## src/design/bblur_pkg.sv

```systemverilog
package bblur_pkg;

	localparam int CFG_W = 11;
	localparam int CHAN_W = 8;
	localparam int PIX_W = 3 * CHAN_W;
	localparam int SUM_W = 12;
	localparam int NUM_W = 13;
	localparam int RECIP_W = 16;
	localparam int PROD_W = NUM_W + RECIP_W;

	localparam logic REG_IMAGE_WIDTH = 1'b0;
	localparam logic REG_IMAGE_HEIGHT = 1'b1;

	localparam logic CMD_PIXEL = 1'b0;
	localparam logic CMD_DRAIN = 1'b1;

	typedef struct packed {
		logic       command;
		logic [7:0] red;
		logic [7:0] green;
		logic [7:0] blue;
	} pixel_word_t;

	typedef struct packed {
		logic [7:0] blur_red;
		logic [7:0] blur_green;
		logic [7:0] blur_blue;
		logic       frame_last;
	} blur_word_t;

	typedef enum logic {
		ST_FILL,
		ST_RUN
	} ctrl_state_t;

	typedef struct packed {
		logic take;
		logic emit;
		logic drain;
		logic up_ok;
		logic dn_ok;
		logic left_ok;
		logic right_ok;
		logic last;
	} ctrl_cmd_t;

	// Reciprocal of twice the neighbour count, scaled by 2^16 and rounded down.
	function automatic logic [RECIP_W-1:0] recip_of(input logic [3:0] cnt);
		logic [RECIP_W-1:0] m;
		unique case (cnt)
			4'd1:    m = 16'd32768;
			4'd2:    m = 16'd16384;
			4'd3:    m = 16'd10922;
			4'd4:    m = 16'd8192;
			4'd6:    m = 16'd5461;
			4'd9:    m = 16'd3640;
			default: m = 16'd0;
		endcase
		return m;
	endfunction

endpackage

```

## src/design/bblur_ctrl.sv

```systemverilog
module bblur_ctrl import bblur_pkg::*; #(
	parameter int MAX_WIDTH = 1024,
	parameter int MAX_HEIGHT = 1024,
	localparam int AW = $clog2(MAX_WIDTH)
) (
	input  logic             clk,
	input  logic             arst_n,
	input  logic             cfg_write,
	input  logic             cfg_index,
	input  logic [CFG_W-1:0] cfg_data,
	input  logic             pixel_valid,
	input  logic             command,
	input  logic             advance,
	output logic             pixel_stall,
	output ctrl_cmd_t        cmd,
	output logic [AW-1:0]    wr_col
);

	localparam int WW = $clog2(MAX_WIDTH + 1);
	localparam int HW = $clog2(MAX_HEIGHT + 1);
	localparam int RW = $clog2(MAX_HEIGHT + 2);
	localparam int CWW = (WW > CFG_W) ? WW : CFG_W;
	localparam int CHW = (HW > CFG_W) ? HW : CFG_W;

	logic [CFG_W-1:0] width_q;
	logic [CFG_W-1:0] height_q;
	logic [CWW-1:0]   wide_w;
	logic [CHW-1:0]   wide_h;
	logic [WW-1:0]    w_eff;
	logic [HW-1:0]    h_eff;

	logic [AW-1:0] in_col_q;
	logic [RW-1:0] in_row_q;
	logic [AW-1:0] out_col_q;
	logic [HW-1:0] out_row_q;

	ctrl_state_t state_q;
	ctrl_state_t state_d;

	logic in_col_end;
	logic fill_end;
	logic out_col_end;
	logic out_row_end;

	always_comb begin
		wide_w = CWW'(width_q);
		if (wide_w == '0) begin
			w_eff = WW'(1);
		end else if (wide_w > CWW'(MAX_WIDTH)) begin
			w_eff = WW'(MAX_WIDTH);
		end else begin
			w_eff = wide_w[WW-1:0];
		end
	end

	always_comb begin
		wide_h = CHW'(height_q);
		if (wide_h == '0) begin
			h_eff = HW'(1);
		end else if (wide_h > CHW'(MAX_HEIGHT)) begin
			h_eff = HW'(MAX_HEIGHT);
		end else begin
			h_eff = wide_h[HW-1:0];
		end
	end

	assign in_col_end = (WW'(in_col_q) + WW'(1)) == w_eff;
	assign fill_end = (in_row_q == RW'(1)) && (in_col_q == '0);
	assign out_col_end = (WW'(out_col_q) + WW'(1)) == w_eff;
	assign out_row_end = (out_row_q + HW'(1)) == h_eff;

	assign pixel_stall = !advance;
	assign wr_col = in_col_q;

	always_comb begin
		cmd.take = pixel_valid && advance;
		cmd.emit = (state_q == ST_RUN);
		cmd.drain = (command == CMD_DRAIN) || (in_row_q >= RW'(h_eff));
		cmd.up_ok = (out_row_q != '0);
		cmd.dn_ok = (out_row_q + HW'(1)) < h_eff;
		cmd.left_ok = (out_col_q != '0);
		cmd.right_ok = !out_col_end;
		cmd.last = (state_q == ST_RUN) && out_row_end && out_col_end;

		state_d = state_q;
		if (cfg_write) begin
			state_d = ST_FILL;
		end else begin
			unique case (state_q)
				ST_FILL: begin
					if (cmd.take && fill_end) begin
						state_d = ST_RUN;
					end
				end
				ST_RUN: begin
					if (cmd.take && cmd.last) begin
						state_d = ST_FILL;
					end
				end
			endcase
		end
	end

	always_ff @(posedge clk or negedge arst_n) begin
		if (!arst_n) begin
			state_q <= ST_FILL;
		end else begin
			state_q <= state_d;
		end
	end

	always_ff @(posedge clk or negedge arst_n) begin
		if (!arst_n) begin
			width_q <= CFG_W'(1024);
			height_q <= CFG_W'(1024);
			in_col_q <= '0;
			in_row_q <= '0;
			out_col_q <= '0;
			out_row_q <= '0;
		end else if (cfg_write) begin
			unique case (cfg_index)
				REG_IMAGE_WIDTH:  width_q <= cfg_data;
				REG_IMAGE_HEIGHT: height_q <= cfg_data;
			endcase
			in_col_q <= '0;
			in_row_q <= '0;
			out_col_q <= '0;
			out_row_q <= '0;
		end else if (cmd.take) begin
			if (cmd.last) begin
				in_col_q <= '0;
				in_row_q <= '0;
				out_col_q <= '0;
				out_row_q <= '0;
			end else begin
				if (in_col_end) begin
					in_col_q <= '0;
					in_row_q <= in_row_q + RW'(1);
				end else begin
					in_col_q <= in_col_q + AW'(1);
				end
				if (cmd.emit) begin
					if (out_col_end) begin
						out_col_q <= '0;
						out_row_q <= out_row_q + HW'(1);
					end else begin
						out_col_q <= out_col_q + AW'(1);
					end
				end
			end
		end
	end

endmodule

```

## config.mk

```make
export PLATFORM = sky130hd
export DESIGN_NAME = bblur_ctrl
export DESIGN_NICKNAME = d
export VERILOG_FILES = /design/src/design/bblur_pkg.sv /design/src/design/bblur_ctrl.sv
export SDC_FILE = /design/constraint.sdc
export NUM_CORES = 1
export LEC_CHECK = 0
export ABC_AREA = 1
export BUFFER_PORTS_ARGS = -buffer_cell sky130_fd_sc_hd__buf_4
export CAP_MARGIN = 20
export CELL_PAD_IN_SITES_DETAIL_PLACEMENT = 0
export CELL_PAD_IN_SITES_GLOBAL_PLACEMENT = 2
export CORE_ASPECT_RATIO = 0.5
export CORE_UTILIZATION = 38
export CTS_CLUSTER_DIAMETER = 150
export CTS_CLUSTER_SIZE = 8
export DETAILED_ROUTE_END_ITERATION = 12
export GPL_ROUTABILITY_DRIVEN = 0
export PLACE_DENSITY_LB_ADDON = 0.1
export SLEW_MARGIN = 20
export SYNTH_ARGS = -nofsm -noshare
export SYNTH_HDL_FRONTEND = slang
export SYNTH_SLANG_ARGS = --single-unit
```

## constraint.sdc

```tcl
create_clock -name clk -period 6.8 [get_ports clk]
set_clock_uncertainty 0.1 [all_clocks]
set_input_delay 0 -clock clk [delete_from_list [all_inputs] [get_ports clk]]
set_output_delay 0 -clock clk [all_outputs]
set_load 0.01 [all_outputs]
```

==> impl_metrics.ini, run 1 <==
[run_status]
status = finished clean

[clocking]
cts_tree = done
clock_path_buffers = 2
path_clk_slew_ns = 0.06
cts_resized = 0
cts_max_level = 3
clock_latency_ns = 0.34
cts_setup_buffers = 0
cts_buffers = 9
numClockSinks = 65
root_buffer = clkbuf_16

[floorplan]
core-area_um2 = 11900
die_w_um = 159
rows = 28
pin_count = 37
fp.dieH_um = 80.4
initial_core_util = 0.392
die_area_um2 = 12800

[timing]
setup-violations-final = 0
slew_headroom = 0.330
whs_ns = 0.0308
final.setup.tns_ns = 0
hold_viol_final = 0
tightestPinTransition_ns = 1.00
period_needed_ns = 3.59
timing.fmax_mhz = 278
setup_ws_ns = 3.21
rsz0062_at_grt = no
drv_slew = 0
fin_crit_sh = 0.529

[routing]
routed_via_density = 5.01
drt_pass1_iterations = 5
wl_mm = 12.9
post_drt_wl_per_cell_um = 15.1
drt_iter0_drc = 209
antenna_left = 0
drc = 0
via_count = 4275

[final_layout]
layout_commonest_cell = nand2_1
layout-drive-gt1-share = 0.110
layout.nets = 732
final_area_um2 = 5480
mostFrequentLayoutCells = nand2_1 (180), inv_1 (71), nand3_1 (63), dfrtp_1 (63), nor2_1 (50)
synthToLayoutAreaGrowth_pct = 17.2
diodes = 0

[yosys]
ys_types = 40
synthTopCellsByArea = dfrtp_1 (34%), nand2_1 (14%), ha_1 (8.0%)
synth-main-ff-cell = dfrtp_1
yosysWarnings = 0
yosys.area.top_type = dfrtp_1
async_flop_share = 1.00
yosysSeqAreaShare = 0.349
syn_nets = 690
synth_seq_cells = 65
synth_edf_count = 0
syn-cell-area_um2 = 4670
yosysTopAreaCellShare = 0.337
syn_area_per_cell_um2 = 7.28
netlist_instances = 642

[worst_setup_path]
crit_chain = ha_1 > nand2_1 > nor2_1 > nand3_1 > nor2_1 > inv_1 > nor2_1 > nand3_1 > xnor2_1 > ha_1 > and3_1 > nand2_1 > nor2_1 > nand3_4 > nand3_2 > nand2_2 > nand2_1 > nand2_1
worstRegToRegCells = 18
r2r_slack_ns = 3.21
critPathBufInv = 1
start_kind = flop
crit_family = simple AND/OR/NAND/NOR gates
r2r-start = out_row_q[0]$_DFFE_PN0P_
critical_path_class = reg2reg
end_kind = flop
worstPathMaxFanout = 22
cp.required_ns = 6.92
cpPeakStageDelay_ns = 0.42
r2r-end = in_row_q[9]$_DFFE_PN0P_
worstPathArrival_ns = 3.71
critPathSlowestCell = dfrtp_1

[grt]
antenna_found_initial = 0
grt_max_degree = 66
grt_usage = 0.214
grt_pass1_vias = 4061
grt_first_pass_wirelength_mm = 21.2
grt_overflow = 0

[place]
hpwl_mm = 9.48
post_dp_cell_area_um2 = 5030
place_ws_ns = 3.27
portBuffers = 36

[power_and_ir_drop]
p_per_area_nw_per_um2 = 230
p_leak_nw = 2.67
vdd_drop_max_mv = 0.102

[job]
drv_cap = 0

[worst_hold_path]
min_to = wr_col[0]$_DFFE_PN0P_
hold_path_class = in2reg
hold_depth = 6
worstHoldStart = pixel_valid
-- cells by family (layout without fill, tap and decap cells) --
logic type,count (synthesis),after routing,share of synthesized area
adders and majority gates,30,30,0.0803
and+or+nand+nor,354,354,0.341
AOI/OAI and AO/OA,75,75,0.0967
DFF,65,65,0.349
xor gates and xnor gates,26,26,0.0487
buffers and inverters,92,139,0.0849
-- stage by stage --
stage,power [W],util,std cells
floorplan,0.000668,-,642
global placement,0.000768,0.422,824
detailed placement,0.000769,0.422,824
CTS,0.00128,0.460,854
global route,0.00134,0.460,854
finish,0.00126,0.460,854
-- tightest hold or removal path, stage by stage --
cell     delay (ns)
buf_4          0.07
nand2_1        0.05
inv_1          0.09
nor2_1         0.07
nand2_1        0.05
o21ai_0        0.06
-- where the power goes --
group	switching, W	total (W)	leakage, nW	internal, W
logic	0.000187	0.000308	1.66	0.000121
clock network	0.000172	0.000493	0.148	0.000321
registers	0.0000418	0.000461	0.860	0.000419
-- registers in the layout, indices dropped and copies added (netlist names) --
register,count
wr_col,10
wide_w,11
height_q,11
out_col_q,10
in_row_q,11
state_q,1
out_row_q,11
-- worst max path at each step --
stage | slack, ns | cells after the start | end | startpoint
global route | 2.84 | 18 | in_row_q[10]$_DFFE_PN0P_ | out_row_q[0]$_DFFE_PN0P_
floorplan | 4.08 | 19 | in_row_q[7]$_DFFE_PN0P_ | out_row_q[0]$_DFFE_PN0P_
global placement | 3.33 | 18 | in_row_q[9]$_DFFE_PN0P_ | out_row_q[0]$_DFFE_PN0P_
finish | 3.21 | 18 | in_row_q[9]$_DFFE_PN0P_ | out_row_q[0]$_DFFE_PN0P_
detailed placement | 3.27 | 18 | in_row_q[6]$_DFFE_PN0P_ | out_row_q[0]$_DFFE_PN0P_
CTS | 3.21 | 18 | in_row_q[9]$_DFFE_PN0P_ | out_row_q[0]$_DFFE_PN0P_
-- layout make-up --
type,instances,area [µm²]
fill,1233,6430
clock buffer,13,240
sequential,65,1630
inverter,72,270
clock inverter,3,65.1
tap,165,206
timing repair buffer,51,418
multi-input combinational,485,2650
-- repair_timing --
item	4_1_cts	5_1_grt
endpoints found under the hold margin	88	0
hold buffers	14	0
endpoints found under the setup margin	0	0
-- synthesized netlist by cell type (4+ instances only) --
master	instances
inv_1	71
nor2_1	50
o21ai_1	8
xnor2_1	4
nor4_1	9
nand3_1	63
xor2_1	22
nand2_1	180
o21ai_0	31
nand4_1	23
buf_6	5
o22ai_1	11
nand3b_1	4
clkbuf_1	10
nor3_1	6
a21oi_1	8
dfrtp_1	63
ha_1	30
o21ai_2	9
-- routing by layer --
metal  GRT usage  part of all wire  vias up
li1            -                 -     2213
met1       0.305              0.53     1999
met2       0.332              0.44       53
met3      0.0424             0.027       10
met4      0.0456            0.0077        0
met5           0                 0        -
Power figures use the tool's default switching activity.
==> run 2, diff against run 1 <==
- CORE_UTILIZATION: 38 -> 32
- clock period: 6.8 -> 3.25 ns (I/O delays scaled with it)
==> run 2 against run 1 <==
  * Sequential share of layout area down 1.0 points
  * First-iteration DRC count up 2.4%
  * Global-route usage down 2.7 points
  * Sequential cell count unchanged
  * Count of clock-buffer cells in the layout up 1
  * Routed wire length up 3.7%
  * Final area up 3.6%
  * Via count up 0.54%
  * Sequential power up 110%
  * Total power up 110%
  * Core utilization down 5.1 points
  * Largest cell class unchanged
==> impl_metrics.ini, run 2 (synthesis gave the netlist of run 1 again) <==
[timing]
tightestPinTransition_ns = 0.915
timing.fmax_mhz = 328
fin_crit_sh = 0.939
drv_slew = 0
slew_headroom = 0.390
final.setup.tns_ns = 0
setup-violations-final = 0
period_needed_ns = 3.05
rsz0062_at_grt = no
hold_viol_final = 0

[floorplan]
die_area_um2 = 15100
core-area_um2 = 13900
rows = 30
die_w_um = 173
initial_core_util = 0.336
fp.dieH_um = 87.5
pin_count = 37

[worst_setup_path]
start_kind = flop
critical_path_class = reg2out
r2r_slack_ns = 0.27
worstRegToRegCells = 18
startpoint = out_row_q[1]$_DFFE_PN0P_
worstPathArrival_ns = 2.95
r2r-end = in_row_q[1]$_DFFE_PN0P_
cp.required_ns = 3.15
worstPathMaxFanout = 4
end_kind = primary output
crit_end = cmd[0]
r2r-start = out_row_q[1]$_DFFE_PN0P_

[clocking]
cts_buffers = 9
cts_tree = done
numClockSinks = 65
clock_path_buffers = 2
path_clk_slew_ns = 0.06
cts_max_level = 3
root_buffer = clkbuf_16
clock_latency_ns = 0.34

[power_and_ir_drop]
p_per_area_nw_per_um2 = 471
vdd_drop_max_mv = 0.199
p_leak_nw = 2.75
power_w = 0.00267

[final_layout]
fin_util = 0.408
mostFrequentLayoutCells = nand2_1 (179), inv_1 (70), dfrtp_1 (63)
fillers = 1483
layout_commonest_cell = nand2_1
synthToLayoutAreaGrowth_pct = 21.4
final_area_um2 = 5670
area.sequential_um2 = 1630
diodes = 0
layout-drive-gt1-share = 0.144
multiInputGateArea_um2 = 2700
layout.nets = 745

[grt]
grt_overflow = 0
grt_usage = 0.187
grt_first_pass_wirelength_mm = 21.9
grt_max_degree = 66
antenna_found_initial = 0
grt_pass1_vias = 4158

[place]
hpwl_mm = 9.95
post_dp_cell_area_um2 = 5130
portBuffers = 36

[routing]
routed_via_density = 4.81
drc = 0
antenna_left = 0
drt_pass1_iterations = 4
wl_mm = 13.3
drt_iter0_drc = 214
via_count = 4298
post_drt_wl_per_cell_um = 14.9

[job]
drv_cap = 0

[run_status]
status = finished clean

[worst_hold_path]
hold_path_class = in2reg
run 2: cell count changes in the layout (fill, tap and decap cells not counted), sizes merged:
cell,previous run,this run
dlygate4sd3,14,16
buf,37,48
bufinv,2,1
clkbuf,13,14
run 2: layout make-up:
class,instances,area share
clock inverter,2,0.00618
inverter,72,0.0477
tap,192,0.0424
multi-input combinational,485,0.477
timing repair buffer,64,0.0918
sequential,65,0.287
clock buffer,14,0.0483
run 2: worst min path at each step:
stage                 start  cells past startpoint                       end
finish              advance                      6     wr_col[0]$_DFFE_PN0P_
global route        advance                      6     wr_col[0]$_DFFE_PN0P_
CTS                 advance                      6     wr_col[0]$_DFFE_PN0P_
detailed placement   arst_n                      1  out_col_q[3]$_DFFE_PN0P_
global placement     arst_n                      1  out_col_q[3]$_DFFE_PN0P_
floorplan            arst_n                      0   height_q[0]$_DFFE_PN0P_
run 2: per-layer routing:
layer / track usage / wire length (µm) / vias to the layer above
li1: - / - / 2237
met1: 0.261 / 6940 / 2011
met2: 0.301 / 5920 / 40
met3: 0.0384 / 395 / 10
met4: 0.0370 / 85 / 0
met5: 0 / 0 / -
run 2: timing repair:
item,CTS,global route
setup buffers,0,2
setup endpoints to repair,0,25
hold endpoints to repair,88,0
hold buffers,16,0
resized for setup,0,14
run 2: worst max-delay path, stage by stage (launching register included):
cell and delay, ns:
dfrtp_1 0.39, ha_2 0.21, nand2_1 0.06, nor2_2 0.14, nand3_1 0.11, nor2_2 0.11
inv_2 0.05, nor2_4 0.14, nand3_2 0.09, xnor2_2 0.15, ha_1 0.31, nand2_1 0.08
or4_4 0.52, nor2_2 0.12, buf_4 0.12
run 2: report_power, final:
| group | total, W | internal (W) | switching (W) | leakage [nW] |
|---|---|---|---|---|
| clock | 0.00103 | 0.000657 | 0.000372 | 0.153 |
| sequential | 0.000962 | 0.000877 | 0.0000849 | 0.860 |
| combinational | 0.000681 | 0.000277 | 0.000404 | 1.73 |
run 2: stage by stage:
step	setup WS, ns	hold WS, ns	cells
floorplan	0.532	-0.396	642
global placement	0.264	0.0888	860
detailed placement	0.212	0.0925	860
CTS	0.00485	0.0134	892
global route	0.00375	0.0692	894
finish	0.197	0.0251	894
